## config.mk

```make
export PLATFORM = sky130hd
export DESIGN_NAME = led_group_wave_blink_sequencer
export DESIGN_NICKNAME = d
export VERILOG_FILES = /design/src/lgwb_pkg.sv /design/src/lgwb_in_reg.sv /design/src/lgwb_step.sv /design/src/led_group_wave_blink_sequencer.sv
export SDC_FILE = /design/constraint.sdc
export NUM_CORES = 1
export LEC_CHECK = 0
export BUFFER_PORTS_ARGS = -buffer_cell sky130_fd_sc_hd__buf_4
export CAP_MARGIN = 20
export CORE_MARGIN = 5
export CORE_UTILIZATION = 35
export CTS_BUF_LIST = sky130_fd_sc_hd__clkbuf_8
export DETAILED_ROUTE_END_ITERATION = 8
export PLACE_DENSITY_LB_ADDON = 0.08
export SETUP_SLACK_MARGIN = 0.3
export SLEW_MARGIN = 20
export SYNTH_ARGS = -nofsm -noshare
export SYNTH_HDL_FRONTEND = slang
export SYNTH_HIERARCHICAL = 1
export SYNTH_SLANG_ARGS = --single-unit
```

## constraint.sdc

```tcl
create_clock -name clk -period 6.9 [get_ports clk]
set_input_delay 0.345 -clock clk [delete_from_list [all_inputs] [get_ports clk]]
set_output_delay 0.345 -clock clk [all_outputs]
set_load 0.05 [all_outputs]
```

## src/lgwb_pkg.sv

```systemverilog
// Types and constants shared by the LED group wave and blink sequencer modules.
package lgwb_pkg;

	localparam int SIZE_SLOTS = 12;
	localparam int SIZE_W     = 3;
	localparam int CFG_W      = SIZE_SLOTS * SIZE_W;
	localparam int OUT_DEVS   = 5;
	localparam int WAVE_BASE  = 11;
	localparam int PERIOD_MAX = 10;

	localparam logic [7:0] MODE_OFF   = 8'd0;
	localparam logic [7:0] MODE_WAVE  = 8'd1;
	localparam logic [7:0] MODE_BLINK = 8'd2;

	localparam logic [1:0] CODE_OFF     = 2'd0;
	localparam logic [1:0] CODE_WAVE    = 2'd1;
	localparam logic [1:0] CODE_WARN    = 2'd2;
	localparam logic [1:0] CODE_UNKNOWN = 2'd3;

	typedef struct packed {
		logic [3:0] group;
		logic [7:0] mode;
		logic [7:0] speed;
		logic [7:0] blink_period;
	} req_t;

	typedef struct packed {
		logic [3:0] out_group;
		logic [1:0] code_dev0;
		logic [1:0] code_dev1;
		logic [1:0] code_dev2;
		logic [1:0] code_dev3;
		logic [1:0] code_dev4;
		logic [4:0] send_mask;
	} res_t;

	// Animation state of one group.
	typedef struct packed {
		logic [3:0] wave_ticks;
		logic [2:0] wave_position;
		logic       wave_lighting;
		logic [3:0] blink_ticks;
		logic       blink_on;
	} anim_t;

endpackage

```

## src/lgwb_in_reg.sv

```systemverilog
// Input register stage that holds one request until the update logic takes it.
module lgwb_in_reg (
	input  logic          clk,
	input  logic          arst_n,
	input  logic          req_valid,
	input  lgwb_pkg::req_t req,
	output logic          req_stall,
	input  logic          take,
	output logic          valid_s1,
	output lgwb_pkg::req_t req_s1
);
	import lgwb_pkg::*;

	logic load;

	// The stage is blocked only while it holds a request that is not taken this cycle.
	assign req_stall = valid_s1 && !take;
	assign load      = req_valid && !req_stall;

	always_ff @(posedge clk or negedge arst_n) begin
		if (!arst_n) begin
			valid_s1 <= 1'b0;
		end else if (load) begin
			valid_s1 <= 1'b1;
		end else if (take) begin
			valid_s1 <= 1'b0;
		end
	end

	always_ff @(posedge clk) begin
		if (load) begin
			req_s1 <= req;
		end
	end

endmodule

```

## src/lgwb_step.sv

```systemverilog
// Update logic: next animation state, device codes and change mask for one request.
module lgwb_step #(
	parameter int GROUP_COUNT       = 12,
	parameter int DEVICES_PER_GROUP = 5
) (
	input  lgwb_pkg::req_t                   req,
	input  logic [lgwb_pkg::CFG_W-1:0]       group_sizes,
	input  lgwb_pkg::anim_t                  anim_cur,
	input  logic [2*DEVICES_PER_GROUP-1:0]   sent_cur,
	output logic                             wr_en,
	output lgwb_pkg::anim_t                  anim_nxt,
	output logic [2*DEVICES_PER_GROUP-1:0]   sent_nxt,
	output lgwb_pkg::res_t                   res
);
	import lgwb_pkg::*;

	localparam logic [3:0] DEV_MAX = 4'(DEVICES_PER_GROUP);

	logic                         in_range;
	logic [SIZE_W-1:0]            raw_size;
	logic [3:0]                   n;
	logic                         active;
	logic                         is_wave;
	logic                         is_blink;
	logic [7:0]                   spd;
	logic [3:0]                   delay;
	logic [4:0]                   wt;
	logic [3:0]                   wp;
	logic [7:0]                   per_raw;
	logic [3:0]                   per;
	logic [4:0]                   bt;
	logic [1:0]                   dev_code [DEVICES_PER_GROUP];
	logic [DEVICES_PER_GROUP-1:0] dev_mask;
	logic [2*OUT_DEVS-1:0]        out_codes;

	// Display code of slot j under the updated animation state.
	function automatic logic [1:0] slot_code(input int j, input logic [7:0] m,
			input anim_t a);
		logic lit;
		lit = a.wave_lighting ? (4'(j) <= {1'b0, a.wave_position})
		                      : (4'(j) >  {1'b0, a.wave_position});
		if (m == MODE_WAVE) begin
			return lit ? CODE_WAVE : CODE_OFF;
		end else if (m == MODE_BLINK) begin
			return a.blink_on ? CODE_WARN : CODE_OFF;
		end
		return CODE_OFF;
	endfunction

	always_comb begin
		in_range = {1'b0, req.group} < 5'(GROUP_COUNT);
		raw_size = '0;
		for (int k = 0; k < SIZE_SLOTS; k++) begin
			if (req.group == 4'(k)) begin
				raw_size = group_sizes[k*SIZE_W +: SIZE_W];
			end
		end
		n        = ({1'b0, raw_size} > DEV_MAX) ? DEV_MAX : {1'b0, raw_size};
		active   = in_range && (n != 4'd0);
		is_wave  = req.mode == MODE_WAVE;
		is_blink = req.mode == MODE_BLINK;
		wr_en    = active;

		// Wave: delay is eleven minus the speed, never below one.
		spd      = (req.speed == 8'd0) ? 8'd1 : req.speed;
		delay    = (spd >= 8'(WAVE_BASE - 1)) ? 4'd1 : 4'(WAVE_BASE - int'(spd));
		wt       = {1'b0, anim_cur.wave_ticks} + 5'd1;
		wp       = {1'b0, anim_cur.wave_position} + 4'd1;
		anim_nxt = anim_cur;
		if (is_wave) begin
			if (wt >= {1'b0, delay}) begin
				anim_nxt.wave_ticks = 4'd0;
				if (wp >= n) begin
					anim_nxt.wave_position = 3'd0;
					anim_nxt.wave_lighting = !anim_cur.wave_lighting;
				end else begin
					anim_nxt.wave_position = wp[2:0];
				end
			end else begin
				anim_nxt.wave_ticks = wt[3:0];
			end
		end else begin
			anim_nxt.wave_ticks    = 4'd0;
			anim_nxt.wave_position = 3'd0;
			anim_nxt.wave_lighting = 1'b1;
		end

		// Blink: half-period clamped to one through ten.
		per_raw = (req.blink_period == 8'd0) ? 8'd1 : req.blink_period;
		per     = (per_raw > 8'(PERIOD_MAX)) ? 4'(PERIOD_MAX) : per_raw[3:0];
		bt      = {1'b0, anim_cur.blink_ticks} + 5'd1;
		if (is_blink) begin
			if (bt >= {1'b0, per}) begin
				anim_nxt.blink_ticks = 4'd0;
				anim_nxt.blink_on    = !anim_cur.blink_on;
			end else begin
				anim_nxt.blink_ticks = bt[3:0];
			end
		end else begin
			anim_nxt.blink_ticks = 4'd0;
			anim_nxt.blink_on    = 1'b1;
		end

		sent_nxt = sent_cur;
		for (int i = 0; i < DEVICES_PER_GROUP; i++) begin
			dev_code[i] = slot_code(i, req.mode, anim_nxt);
			dev_mask[i] = active && (4'(i) < n) && (sent_cur[2*i +: 2] != dev_code[i]);
			if (dev_mask[i]) begin
				sent_nxt[2*i +: 2] = dev_code[i];
			end
		end

		// Slots at or beyond the group size report off.
		for (int j = 0; j < OUT_DEVS; j++) begin
			out_codes[2*j +: 2] = (active && (4'(j) < n)) ?
				slot_code(j, req.mode, anim_nxt) : CODE_OFF;
		end

		res.out_group = req.group;
		res.code_dev0 = out_codes[1:0];
		res.code_dev1 = out_codes[3:2];
		res.code_dev2 = out_codes[5:4];
		res.code_dev3 = out_codes[7:6];
		res.code_dev4 = out_codes[9:8];
		res.send_mask = 5'(dev_mask);
	end

endmodule

```

## src/led_group_wave_blink_sequencer.sv

```systemverilog
// Top level of the LED group wave and blink sequencer: state, result register, config.
//
// Usage:
// Each request on the req channel (req_valid, req_stall, req) is one animation
// tick for one light group: its group, mode, wave speed and blink half-period.
// Every request yields exactly one result on the res channel (res_valid,
// res_stall, res) with the group, the display code of each of the five device
// slots and a mask of the devices whose code differs from the one last sent.
// The device counts of all groups come from one 36-bit register; the user must
// write it through cfg_wr_en and cfg_wr_data only while no request is in flight.
// The block does not enforce this. An accepted request is loaded into the input
// register; when it is taken, the group state and the result register are
// written together, so res_valid rises with that write. Throughput is one
// request per cycle while the receiver does not stall; the per-group state is a
// read-modify-write done when the request is taken, so a request for the same
// group may follow in the very next cycle.
// Reset clears all animation state, sets every remembered code to unknown so
// the first tick of each group sends to all of its devices, and clears the
// group sizes. When the receiver stalls, the result register holds and the
// input register fills; req_stall rises only when both are occupied.
module led_group_wave_blink_sequencer #(
	parameter int GROUP_COUNT       = 12,
	parameter int DEVICES_PER_GROUP = 5
) (
	input  logic                       clk,
	input  logic                       arst_n,
	input  logic                       req_valid,
	output logic                       req_stall,
	input  lgwb_pkg::req_t             req,
	output logic                       res_valid,
	input  logic                       res_stall,
	output lgwb_pkg::res_t             res,
	input  logic                       cfg_wr_en,
	input  logic [lgwb_pkg::CFG_W-1:0] cfg_wr_data
);
	import lgwb_pkg::*;

	localparam int GW = (GROUP_COUNT > 1) ? $clog2(GROUP_COUNT) : 1;
	localparam int SW = 2 * DEVICES_PER_GROUP;

	logic             valid_s1;
	req_t             req_s1;
	logic             take;
	logic [GW-1:0]    idx_s1;
	logic [CFG_W-1:0] group_sizes_q;
	anim_t            anim_q [GROUP_COUNT];
	logic [SW-1:0]    sent_q [GROUP_COUNT];
	anim_t            anim_cur;
	logic [SW-1:0]    sent_cur;
	logic             wr_en;
	anim_t            anim_nxt;
	logic [SW-1:0]    sent_nxt;
	res_t             res_nxt;
	logic             res_valid_q;
	res_t             res_q;

	lgwb_in_reg u_in_reg (
		.clk       (clk),
		.arst_n    (arst_n),
		.req_valid (req_valid),
		.req       (req),
		.req_stall (req_stall),
		.take      (take),
		.valid_s1  (valid_s1),
		.req_s1    (req_s1)
	);

	// The held request moves on whenever the result register is empty or drains.
	assign take   = valid_s1 && (!res_valid_q || !res_stall);
	assign idx_s1 = req_s1.group[GW-1:0];

	// Out-of-range groups read garbage here, but the update logic ignores it.
	assign anim_cur = anim_q[idx_s1];
	assign sent_cur = sent_q[idx_s1];

	lgwb_step #(
		.GROUP_COUNT       (GROUP_COUNT),
		.DEVICES_PER_GROUP (DEVICES_PER_GROUP)
	) u_step (
		.req         (req_s1),
		.group_sizes (group_sizes_q),
		.anim_cur    (anim_cur),
		.sent_cur    (sent_cur),
		.wr_en       (wr_en),
		.anim_nxt    (anim_nxt),
		.sent_nxt    (sent_nxt),
		.res         (res_nxt)
	);

	always_ff @(posedge clk or negedge arst_n) begin
		if (!arst_n) begin
			group_sizes_q <= '0;
		end else if (cfg_wr_en) begin
			group_sizes_q <= cfg_wr_data;
		end
	end

	// Per-group state; remembered codes start as unknown.
	always_ff @(posedge clk or negedge arst_n) begin
		if (!arst_n) begin
			for (int g = 0; g < GROUP_COUNT; g++) begin
				anim_q[g] <= '0;
				sent_q[g] <= {DEVICES_PER_GROUP{CODE_UNKNOWN}};
			end
		end else if (take && wr_en) begin
			anim_q[idx_s1] <= anim_nxt;
			sent_q[idx_s1] <= sent_nxt;
		end
	end

	always_ff @(posedge clk or negedge arst_n) begin
		if (!arst_n) begin
			res_valid_q <= 1'b0;
		end else if (take) begin
			res_valid_q <= 1'b1;
		end else if (!res_stall) begin
			res_valid_q <= 1'b0;
		end
	end

	always_ff @(posedge clk) begin
		if (take) begin
			res_q <= res_nxt;
		end
	end

	assign res_valid = res_valid_q;
	assign res       = res_q;

	a_take_gives_result: assert property (@(posedge clk) disable iff (!arst_n)
		take |=> res_valid_q)
		else $error("request taken but no result registered");

	a_stall_needs_held_req: assert property (@(posedge clk) disable iff (!arst_n)
		req_stall |-> valid_s1 && res_valid_q && res_stall)
		else $error("request stalled without a full pipeline");

	a_no_unknown_code: assert property (@(posedge clk) disable iff (!arst_n)
		res_valid_q |-> (res_q.code_dev0 != CODE_UNKNOWN) && (res_q.code_dev1 != CODE_UNKNOWN)
			&& (res_q.code_dev2 != CODE_UNKNOWN) && (res_q.code_dev3 != CODE_UNKNOWN)
			&& (res_q.code_dev4 != CODE_UNKNOWN))
		else $error("unknown code sent to a device");

	a_bad_group_quiet: assert property (@(posedge clk) disable iff (!arst_n)
		res_valid_q && ({1'b0, res_q.out_group} >= 5'(GROUP_COUNT))
			|-> (res_q.send_mask == 5'd0))
		else $error("out-of-range group produced a send mask");

endmodule

```

-- After elaboration in Yosys (flattened, before gate mapping)
Index checks and enable logic that the tools add are counted.
- bits in registers: 361
- input port bits: 69
- output and inout port bits: 21
- logic and storage cells: 230
- $add $sub $neg: 4
- order comparisons: 22
- equal/unequal tests: 19
- multiplexer cells: 70
- bitwise gates (word level): 1
- reductions and logical operators: 28
- operators by type and width (operator ; number):
    bitwise mux 156 bit ; 1
    bitwise mux 120 bit ; 1
    binary-select mux 13 bit (select 4 bit) ; 1
    demux 13 bit (select 4 bit) ; 1
    2-to-1 mux 3 bit ; 14
    binary-select mux 10 bit (select 4 bit) ; 1
    demux 10 bit (select 4 bit) ; 1
    2-to-1 mux 13 bit ; 3
    2-to-1 mux 2 bit ; 17
    2-to-1 mux 10 bit ; 3
    2-to-1 mux 8 bit ; 3
    2-to-1 mux 4 bit ; 5
    2-to-1 mux 1 bit ; 18
    equality test 4 x 3 -> 1 bit, second input constant ; 4
    equality test 4 bit, second input constant ; 4
    logical AND 1 bit ; 16
    logical NOT 8 bit ; 2
    adder 4 x 1 -> 5 bit, second input constant ; 2
    greater-or-equal comparator 5 x 4 -> 1 bit ; 2
    inequality test 2 bit ; 5
    equality test 4 x 2 -> 1 bit, second input constant ; 2
    equality test 8 x 1 -> 1 bit, second input constant ; 1
    equality test 8 x 2 -> 1 bit, second input constant ; 1
    greater-or-equal comparator 8 x 4 -> 1 bit, second input constant ; 1
    26 further kinds ; 35

-- Logic depth before layout (Yosys ltp)
Gate-level depths: netlist of the first run.
- depth after elaboration: 28
- depth in mapped cells: 18
- gate-level depth less buffers: 15

-- Modules after synthesis
Netlist of the first run, hierarchy kept.
- modules (own cells, without submodules) (module ; instances ; cells each ; area each (sq um) ; sequential area each (sq um)):
    led_group_wave_blink_sequencer ; 1 ; 881 ; 14569.0 ; 8553.2
    lgwb_step ; 1 ; 214 ; 1544.0 ; 0.0
    lgwb_in_reg ; 1 ; 33 ; 898.4 ; 865.8

-- Worst setup path after synthesis of the first run
Ideal clock, no wire load.
- path kind: reg-to-reg
- start: register, netlist name u_in_reg/req_s1[24]
- end: register sent_q[86] (netlist name)
- library setup time: 0.082 ns
- data arrival time: 4.685 ns
- data required time: 6.818 ns
- slack: 2.132 ns
- cell stages (with the launch flop): 19
- path buffers: 4
- period minus slack after synthesis: 4.768 ns
- cells stage by stage: edfxtp_1 > buf_4 > buf_4 > buf_4 > mux4_2 > nand2_1 > nand2_1 > ha_1 > xor2_1 > ha_1 > and2_4 > a311o_1 > a21boi_0 > a221oi_1 > and4_1 > or2_2 > mux2_2 > clkbuf_1 > mux2_2
- RTL lines (element ; RTL line ; RTL):
    to (signal, indexed assignment) ; led_group_wave_blink_sequencer.sv:103 ; sent_q[g] <= {DEVICES_PER_GROUP{CODE_UNKNOWN}};
    to (signal, indexed assignment) ; led_group_wave_blink_sequencer.sv:107 ; sent_q[idx_s1] <= sent_nxt;
    to (decl) ; led_group_wave_blink_sequencer.sv:47 ; logic [SW-1:0] sent_q [GROUP_COUNT];

==> results of run 1 <==
==> kinds of logic (layout without fill, tap and decap cells) <==
family | Yosys count | count (layout)
multiplexers | 395 | 395
flip-flops | 361 | 361
AO/OA/AOI/OAI | 84 | 84
XOR/XNOR | 14 | 14
AND/OR/NAND/NOR | 161 | 161
buffers and inverters | 96 | 326
adder cells (fa/ha/maj) | 17 | 17
==> layout by cell type, fill, tap and decap left out, types with 5 or more instances in the layout <==
master         count
nor2b_1            5
buf_4            120
o21ai_0           12
xor2_1             5
xnor2_1            9
nor3_1             8
a31oi_1            6
nor2_1            24
edfxtp_1          47
a21oi_1            6
clkbuf_8          80
mux2_2           315
dfstp_2          120
a22oi_1           23
mux2i_1            6
ha_1              17
nand2_1           68
or2_2              5
mux4_2            74
dlygate4sd3_1     67
dfrtp_1          194
inv_1             47
a21o_1            11
nand2b_1           7
==> through the flow <==
step | power (mW) | cell area [um2]
2_1_floorplan | 2.66 | 17000
3_3_place_gp | 2.86 | 18300
3_5_place_dp | 2.86 | 18300
4_1_cts | 4.96 | 20300
5_1_grt | 5.10 | 20300
6_report | 4.86 | 20300
==> sequential cells by signal (all words and copies together) (netlist names) <==
register           cells
anim_q               156
group_sizes_q         36
res                   19
res_valid              1
sent_q               120
u_in_reg/req_s1       28
u_in_reg/valid_s1      1
==> routing by layer <==
layer	vias up	wire [um]	share of wire
li1	4552	-	-
met4	0	1300	0.029
met1	5351	20500	0.45
met5	-	0	0
met2	169	21600	0.48
met3	92	1740	0.039
==> power by group through the flow <==
stage | Combinational (mW) | Sequential (mW) | Clock, mW
6_report | 0.528 | 2.32 | 2.01
5_1_grt | 0.576 | 2.33 | 2.19
2_1_floorplan | 0.288 | 2.37 | 0
3_5_place_dp | 0.506 | 2.36 | 0
3_3_place_gp | 0.501 | 2.36 | 0
4_1_cts | 0.539 | 2.32 | 2.10
==> worst paths after layout <==
| path | slack, ns | to | cells after the start |
|---|---|---|---|
| max | 1.65 | sent_q[22] | 15 |
| min in group asynchronous | 0.33 | group_sizes_q[26] | 2 |
| min | 0.29 | group_sizes_q[29] | 2 |
| max in group asynchronous | 5.11 | anim_q[108] | 3 |
| max reg2reg | 1.65 | sent_q[22] | 15 |
| min reg2reg | 0.50 | anim_q[67] | 1 |
==> final cells by class <==
type	count	area, um2
Fill cell	4423	27600
Sequential cell	361	9420
Tap cell	615	769
Multi-Input combinational cell	671	7140
Clock buffer	80	1100
Inverter	11	41.3
Timing Repair Buffer	190	1630
Clock inverter	45	216
==> summary.md, run 1 <==
| Metric | Value |
|---|---|
| Status | `completed` |
| Drt via density | `5.15` |
| Maximum vdd drop | `106 uV` |
| Drt first-iter violations | `429` |
| Total Wirelength | `45,100 um` |
| CP startpoint kind | `flop` |
| Syn avg cell area | `15.1 um2` |
| Setup ws final | `1.65 ns` |
| Crit path kind | `reg -> reg` |
| Synth-to-layout area growth | `19.4%` |
| Synth Net Count | `1,214` |
| Primary FF master, synth | `dfrtp_1` |
| Worst path required time | `7.44 ns` |
| Critical Path Start | `u_in_reg/req_s1[24]` |
| Die ar. | `53,100 um2` |
| Largest family of logic cells by synthesized area | `multiplexers` |
| Number of synthesized flops with an enable pin | `47` |
| Hold Crit Class | `in -> reg` |
| Worst path slowest cell | `edfxtp_1` |
| CTS resizes | `0` |
| Maximum number of pins on one net before global-route repair | `154` |
| Total gr overflow | `0` |
| Initial Util | `0.355` |
| Max-slew headroom | `0.264` |
| # hold bufs at CTS | `67` |
| Fin. Hold Viols | `0` |
| Final setup vio count | `0` |
| Sw frac | `0.259` |
| Tcrit/Tclk final | `0.761` |
| M2 GR Usage | `0.279` |
| Number of buffers and inverters on the critical path | `1` |
| Syn Inst Count | `1,128` |
| Period minus WS final | `5.25 ns` |
| Post-Route Skew | `0.0308 ns` |
| Clock tree from TritonCTS | `done` |
| Max-Cap Viols | `0` |
| Mux cell area share after synthesis | `0.310` |
| # diodes | `0` |
| Clock Path Buffers | `3` |
| Vias in the first global route | `11,353` |
| Synth Area in Adders | `0.0125` |
| HP Start | `cfg_wr_en` |
| GR Layer Usage met1 | `0.234` |
| Layout cells sized above 1 | `0.549` |
| Root Driver | `clkbuf_8` |
| Postcts setup bufs | `0` |
| Internal power | `3.60 mW` |
| Nets@finish | `1,390` |
| Synth Area in Simple Gates | `0.0530` |
| Initial DRT Pass Iterations | `4` |
| Residual DRC | `0` |
| Reg clk slew, reported paths | `0.05 ns` |
| Synth top area share | `0.285` |
| Gp weighted congestion | `0.760` |
| Fmax achieved | `190 MHz` |
| Hold Slack | `0.288 ns` |
| Cts bufs inserted | `69` |
| Synth area leader | `dfrtp_1` |
| Seq cells post-synth | `361` |
| Core area | `47,900 um2` |
| H-tree Lvls | `3` |
| Mapped cell area | `17,000 um2` |
| Delay of the slowest critical-path stage | `0.58 ns` |
| Die width | `230 um` |
| GRT Overall Usage | `0.173` |
| Compound-gate portion of the synthesized area | `0.0362` |
| FFs w/ async S/R, synth | `0.870` |
| Combinational cell fraction of total power | `0.109` |
| Inst Count DP | `1,781` |
| Leak | `9.00 nW` |
| Synth top area cells | `dfrtp_1, mux2_2, dfstp_2` |
| RR Startpoint | `u_in_reg/req_s1[24]` |
| Register area share after synthesis | `0.554` |
| Final Non-Filler Cells | `1,973` |
| Yosys warns | `6` |
| Global route hottest layer | `met2` |
| Post-Place Worst Slack | `1.59 ns` |
| Most common cell in the synthesized netlist | `mux2_2` |
| XOR/XNOR Fraction of Synth Area | `0.00721` |
| Routed length per placed instance | `22.9 um` |
| First-pass GRT wire length | `70,200 um` |
| Critical path, cell by cell | `buf_4 > mux4_2 > a22oi_1 > nand2_1 > ha_1 > xor2_1 > ha_1 > a21o_1 > a311oi_1 > nor2_1 > a211oi_4 > and3b_1 > nor4_1 > a21o_1 > mux2_2` |
| Port bufs | `89` |
| Antenna Violating Nets Remaining | `0` |
| Clock Power Share | `0.413` |
| Sink Count | `361` |
| # IOs | `90` |
| Post-synth top cells | `mux2_2, dfrtp_1, dfstp_2` |
| Reg power frac | `0.478` |
| Crit path DAT | `5.79 ns` |
| Via count | `10,164` |
| Met3 GRT Util | `0.0387` |
| Least-Margin Pin Slew | `1.10 ns` |
| Setup TNS | `0 ns` |
| Sw power | `1.26 mW` |
| Netlist cell types | `62` |
| Max Slew Vio Count | `0` |
| Cell area power density | `239 nW/um2` |
| Die Y | `230 um` |
| HPWL after DPL | `27,500 um` |
| RSZ-0062 raised after global routing | `no` |
| Initial antenna violation count | `0` |
| CP endpoint kind | `flop` |
| Max FO, Critical Path | `18` |
| Worst-Skew Late Latency | `0.62 ns` |
| Rows | `80` |
| Critical path's top delay family | `compound AO/OA/AOI/OAI gates` |
| Final Core Density | `0.424` |
(Power assumes the default switching activity.)
==> run 2, diff against run 1 <==
ABC_AREA = 1   (was default)
clock period = 4.52 ns   (was 6.9 ns; I/O delays follow)
==> summary.md, run 2 <==
| Metric | Value |
|---|---|
| Worst path slowest cell | `edfxtp_1` |
| Hold Crit Class | `in -> reg` |
| Status | `completed` |
| Die Y | `237 um` |
| Sink Count | `361` |
| Primary FF master, synth | `dfrtp_1` |
| Layout cells sized above 1 | `0.203` |
| Final setup vio count | `0` |
| Inst Count DP | `2,945` |
| Synth Net Count | `2,357` |
| Tcrit/Tclk final | `0.876` |
| Setup TNS | `0 ns` |
| Max reg flops | `156` |
| CP endpoint kind | `flop` |
| Maximum number of pins on one net before global-route repair | `120` |
| Vias in the first global route | `15,028` |
| Antenna Violating Nets Remaining | `0` |
| Fmax achieved | `252 MHz` |
| Seq cells post-synth | `361` |
| Flop2flop setup slack | `0.56 ns` |
| Most frequent cells in the layout | `nand2_1, o21ai_1, dfrtp_1, buf_4, inv_1` |
| Initial antenna violation count | `1` |
| First-pass GRT wire length | `87,600 um` |
| Syn Inst Count | `2,271` |
| CP startpoint kind | `flop` |
| Maximum vdd drop | `235 uV` |
| HPWL after DPL | `33,500 um` |
| Met3 GRT Util | `0.0330` |
| Clock tree from TritonCTS | `done` |
| Fin area | `21,900 um2` |
| Residual DRC | `0` |
| Core area | `51,200 um2` |
| Crit path DAT | `4.50 ns` |
| M2 GR Usage | `0.336` |
| Max Slew Vio Count | `0` |
| Rows | `83` |
| Gp weighted congestion | `0.812` |
| Die width | `237 um` |
| Reg clk slew, reported paths | `0.06 ns` |
| Mapped cell area | `18,100 um2` |
| RSZ-0062 raised after global routing | `no` |
| Number of buffers and inverters on the critical path | `6` |
| Power Total | `8.02 mW` |
| Period minus WS final | `3.96 ns` |
| Via count | `15,266` |
| Most common cell in the synthesized netlist | `nand2_1` |
| Number of synthesized flops with an enable pin | `47` |
| H-tree Lvls | `3` |
| Final Non-Filler Cells | `3,160` |
| Yosys warns | `6` |
| Synth area leader | `dfrtp_1` |
| Most frequent CP cell | `nand2_1` |
| Root Driver | `clkbuf_8` |
| Clock Path Buffers | `3` |
| Drt via density | `4.83` |
| Netlist cell types | `47` |
| Initial DRT Pass Iterations | `5` |
| Least-Margin Pin Slew | `0.966 ns` |
| Routed length per placed instance | `18.1 um` |
| Post-synth top cells | `nand2_1, o21ai_1, dfrtp_1` |
| Placed instance area | `19,300 um2` |
| Commonest non-fill, non-tap cell in the layout | `nand2_1` |
| Cell area power density | `366 nW/um2` |
| Worst-Skew Late Latency | `0.64 ns` |
| Fill cells | `5,203` |
| GRT Overall Usage | `0.198` |
| Delay of the slowest critical-path stage | `0.47 ns` |
| Fin. Hold Viols | `0` |
| Biggest register | `anim_q` |
| Drt first-iter violations | `1,004` |
| Synth-to-layout area growth | `21.1%` |
| Nets@finish | `2,512` |
| Total Wirelength | `57,200 um` |
| Initial Util | `0.353` |
| Max FO, Critical Path | `31` |
| Global route hottest layer | `met2` |
| Crit path kind | `reg -> reg` |
| Max-Cap Viols | `0` |
| Register area share after synthesis | `0.521` |
| Cts bufs inserted | `68` |
| Worst path required time | `5.06 ns` |
| Total gr overflow | `0` |
| Max-slew headroom | `0.356` |
| Post-Route Skew | `0.0257 ns` |
| # IOs | `90` |
| Top Registers | `anim_q (156), sent_q (120), group_sizes_q (36)` |
| Syn avg cell area | `7.96 um2` |
| Synth top area share | `0.269` |
| GR Layer Usage met1 | `0.264` |
| Critical path's top delay family | `simple AND/OR/NAND/NOR gates` |
| Leak | `10.3 nW` |
| Port bufs | `89` |
| FFs w/ async S/R, synth | `0.870` |
| Die ar. | `56,300 um2` |
| Synth top area cells | `dfrtp_1, nand2_1, dfstp_2` |
| Critical path, cell by cell | `buf_6 > buf_12 > clkbuf_16 > nand2_1 > nand2_1 > nand2_1 > nand2_1 > nand2_1 > nand3_1 > nand3_1 > xor2_1 > inv_1 > ha_1 > a31o_2 > a21oi_2 > nand2_1 > nand2_1 > nand2_2 > buf_4 > nor2_2 > nand2_1 > nand2_2 > clkinvlp_4 > o21ai_0` |
-- run 2: cell type report --
cell class	count	area (um2)	area share
Clock inverter	39	253	0.0115
Tap cell	680	851	0.0389
Timing Repair inverter	3	22.5	0.00103
Sequential cell	361	9420	0.430
Multi-Input combinational cell	1661	7700	0.352
Inverter	114	455	0.0208
Antenna cell	1	2.50	0.000114
Clock buffer	84	1160	0.0528
Timing Repair Buffer	217	2030	0.0927
-- run 2: worst paths after layout --
| kind | startpoint | depth (start not counted) | end |
|---|---|---|---|
| worst min register to register | sent_q[102] | 2 | sent_q[102] |
| worst min-delay path | cfg_wr_en | 2 | group_sizes_q[29] |
| worst max-delay path | u_in_reg/req_s1[24] | 24 | sent_q[5] |
| max in group asynchronous | arst_n | 3 | sent_q[74] |
| worst max register to register | u_in_reg/req_s1[24] | 24 | sent_q[5] |
| min in group asynchronous | arst_n | 2 | anim_q[38] |
-- run 2: routing by layer --
metal | up-vias | wire, um
li1 | 7516 | -
met1 | 7330 | 25700
met2 | 322 | 27700
met3 | 98 | 2400
met4 | 0 | 1400
met5 | - | 0
-- run 2: cell families (layout without fill, tap and decap cells) --
logic type                 Yosys count  in the layout  share of synthesized area
buffers and inverters              249            457                     0.0630
and+or+nand+nor                   1304           1304                      0.294
DFF                                361            361                      0.521
xor gates and xnor gates             7              7                    0.00339
adders and majority gates           17             17                     0.0118
muxes                               36             36                     0.0224
other                                0              1                          0
AOI/OAI and AO/OA                  297            297                     0.0841
-- run 2: power by group --
group | internal [mW] | switching, mW | total, mW
registers | 3.50 | 0.0948 | 3.59
logic | 0.380 | 0.743 | 1.12
clock network | 1.85 | 1.45 | 3.30
-- run 2: worst reg2reg max path, stage by stage, from the launching register on --
cell and delay (ns):
edfxtp_1 0.47, buf_6 0.19, buf_12 0.13, clkbuf_16 0.21, nand2_1 0.09, nand2_1 0.06, nand2_1 0.05, nand2_1 0.06
nand2_1 0.05, nand3_1 0.18, nand3_1 0.14, xor2_1 0.20, inv_1 0.07, ha_1 0.20, a31o_2 0.22, a21oi_2 0.14
nand2_1 0.08, nand2_1 0.09, nand2_2 0.12, buf_4 0.25, nor2_2 0.18, nand2_1 0.13, nand2_2 0.17, clkinvlp_4 0.18
o21ai_0 0.20
-- run 2: through the flow --
| step | utilization | setup WS (ns) | hold slack (ns) |
|---|---|---|---|
| 2_1_floorplan | - | 0.838 | -0.0696 |
| 3_3_place_gp | 0.377 | 0.273 | 0.405 |
| 3_5_place_dp | 0.377 | 0.194 | 0.405 |
| 4_1_cts | 0.418 | 0.308 | 0.127 |
| 5_1_grt | 0.427 | 0.269 | 0.144 |
| 6_report | 0.427 | 0.559 | 0.175 |
-- run 2: timing repair --
action,in CTS,in global routing
resized for setup,6,51
endpoints found under the hold margin,146,0
hold buffers,67,0
setup buffers,2,13
pin swaps,0,14
endpoints found under the setup margin,27,116
gates cloned,0,9
==> run 3, diff against run 2 <==
CORE_UTILIZATION = 58   (was 35)
==> summary.md, run 3 (synthesized netlist as in run 2, its figures left out) <==
| Metric | Value |
|---|---|
| Commonest non-fill, non-tap cell in the layout | `nand2_1` |
| Initial DRT Pass Iterations | `8` |
| Number of buffers and inverters on the critical path | `4` |
| GRT Overall Usage | `0.287` |
| Tcrit/Tclk final | `0.903` |
| Setup TNS | `0 ns` |
| Worst path required time | `5.03 ns` |
| # IOs | `90` |
| First-pass GRT wire length | `81,400 um` |
| Top Registers | `anim_q (156), sent_q (120), group_sizes_q (36)` |
| RR Startpoint | `u_in_reg/req_s1[24]` |
| Fmax achieved | `245 MHz` |
| Rows | `64` |
| Post-Route Skew | `0.0208 ns` |
| Clock Path Buffers | `3` |
| Total Wirelength | `52,000 um` |
| Clock tree from TritonCTS | `done` |
| Routed length per placed instance | `18.2 um` |
| Most frequent cells in the layout | `nand2_1, o21ai_1, dfrtp_1, buf_4, inv_1` |
| Clock Power Share | `0.383` |
| Least-Margin Pin Slew | `1.04 ns` |
| Delay of the slowest critical-path stage | `0.56 ns` |
| Port bufs | `89` |
| Max Slew Vio Count | `0` |
| HP Start | `cfg_wr_en` |
| Die width | `186 um` |
| Drt first-iter violations | `1,278` |
| Final Core Density | `0.692` |
| Initial antenna violation count | `4` |
| Maximum number of pins on one net before global-route repair | `120` |
| Residual DRC | `0` |
| H-tree Lvls | `2` |
| HPWL after DPL | `29,800 um` |
| Fill cells | `2,523` |
| Combinational cell fraction of total power | `0.145` |
| Critical Path Start | `u_in_reg/req_s1[24]` |
| Nets@finish | `2,496` |
| Vias in the first global route | `15,486` |
| Core area | `30,700 um2` |
| Sw power | `2.15 mW` |
| Hold Crit Class | `in -> reg` |
| Via count | `15,783` |
| Max-Cap Viols | `0` |
| Layout cells sized above 1 | `0.195` |
| Cell area power density | `360 nW/um2` |
| CP startpoint kind | `flop` |
| Maximum vdd drop | `243 uV` |
| Initial Util | `0.589` |
| Fin. Hold Viols | `0` |
| Leak | `10.2 nW` |
| Crit path kind | `reg -> reg` |
| Worst path slowest cell | `edfxtp_1` |
| Cts bufs inserted | `60` |
| Max reg flops | `156` |
| Drt via density | `5.52` |
| Gp weighted congestion | `0.873` |
| Critical path's top delay family | `simple AND/OR/NAND/NOR gates` |
| Antenna Violating Nets Remaining | `0` |
| Biggest register | `anim_q` |
| Internal power | `5.49 mW` |
| Max-slew headroom | `0.303` |
| Sw frac | `0.281` |
| Period minus WS final | `4.08 ns` |
| Root Driver | `clkbuf_8` |
| Reg clk slew, reported paths | `0.06 ns` |
| Most frequent CP cell | `nand2_1` |
| Final setup vio count | `0` |
| Critical path, cell by cell | `bufinv_16 > buf_4 > nand2_1 > nand2_1 > nand2_1 > nand2_1 > nand2_1 > nand3_1 > ha_4 > xor2_2 > ha_1 > nand3b_1 > buf_4 > nand4_1 > nand2_1 > nand3_2 > nand3_1 > nand3_1 > o21ai_0 > inv_2 > o21ai_0` |
| Die ar. | `34,800 um2` |
| CP endpoint kind | `flop` |
| Crit path DAT | `4.59 ns` |
| Worst-Skew Late Latency | `0.60 ns` |
| Status | `completed` |
| Sink Count | `361` |
| Max FO, Critical Path | `14` |
| Total gr overflow | `0` |
| Synth-to-layout area growth | `17.4%` |
| Reg power frac | `0.471` |
| Die Y | `186 um` |
| RSZ-0062 raised after global routing | `yes` |
run 3: worst reg2reg max path, stage by stage (launching register included):
cell,delay [ns]
edfxtp_1,0.56
bufinv_16,0.26
buf_4,0.20
nand2_1,0.07
nand2_1,0.05
nand2_1,0.05
nand2_1,0.11
nand2_1,0.08
nand3_1,0.20
ha_4,0.25
xor2_2,0.19
ha_1,0.35
nand3b_1,0.17
buf_4,0.14
nand4_1,0.10
nand2_1,0.11
nand3_2,0.15
nand3_1,0.16
nand3_1,0.11
o21ai_0,0.29
inv_2,0.18
o21ai_0,0.22
run 3: area by class of cell:
class                      instances  area, um2  share of cell area
tap                              396        495              0.0234
inverter                         114        469              0.0221
multi-input combinational       1661       7640               0.360
timing repair inverter             3       23.8             0.00112
timing repair buffer             209       1900              0.0894
sequential                       361       9420               0.444
clock inverter                    32        150             0.00708
antenna                            5       12.5            0.000590
clock buffer                      80       1100              0.0519
run 3: path summary, 6_finish.rpt:
kind	end	slack, ns	depth (start not counted)
hold / removal	group_sizes_q[30]	0.20	2
max in group asynchronous	anim_q[59]	2.86	3
setup / recovery	sent_q[6]	0.44	21
setup reg to reg	sent_q[6]	0.44	21
hold reg to reg	sent_q[35]	0.47	2
min in group asynchronous	anim_q[47]	0.28	2
run 3: what timing repair did:
item,in CTS,in global routing
setup buffers,0,18
resized for setup,0,50
endpoints found under the hold margin,172,0
hold buffers,67,0
setup endpoints to repair,0,134
run 3: per-stage QoR:
step                hold WS, ns  setup slack (ns)  instances  power, mW  instance area (um2)
floorplan               -0.0696             0.838       2271       4.26                18100
global placement          0.365             0.489       2654       4.61                18900
detailed placement        0.370             0.338       2654       4.64                18900
CTS                       0.168             0.314       2833       7.60                20800
global route              0.192             0.176       2861       7.95                21200
finish                    0.198             0.438       2861       7.64                21200
run 3: routing by layer:
| layer | wire length [um] | track usage | vias to the layer above |
|---|---|---|---|
| met5 | 0 | 0.00137 | - |
| met4 | 2260 | 0.128 | 0 |
| met3 | 3940 | 0.0450 | 155 |
| met2 | 24800 | 0.478 | 643 |
| met1 | 21000 | 0.375 | 7489 |
| li1 | - | - | 7496 |
run 3: power groups by stage:
stage	Sequential, mW	Combinational [mW]	Clock, mW
finish	3.60	1.11	2.93
floorplan	3.70	0.567	0
global route	3.62	1.20	3.13
detailed placement	3.65	0.985	0
global placement	3.64	0.964	0
CTS	3.60	1.03	2.96
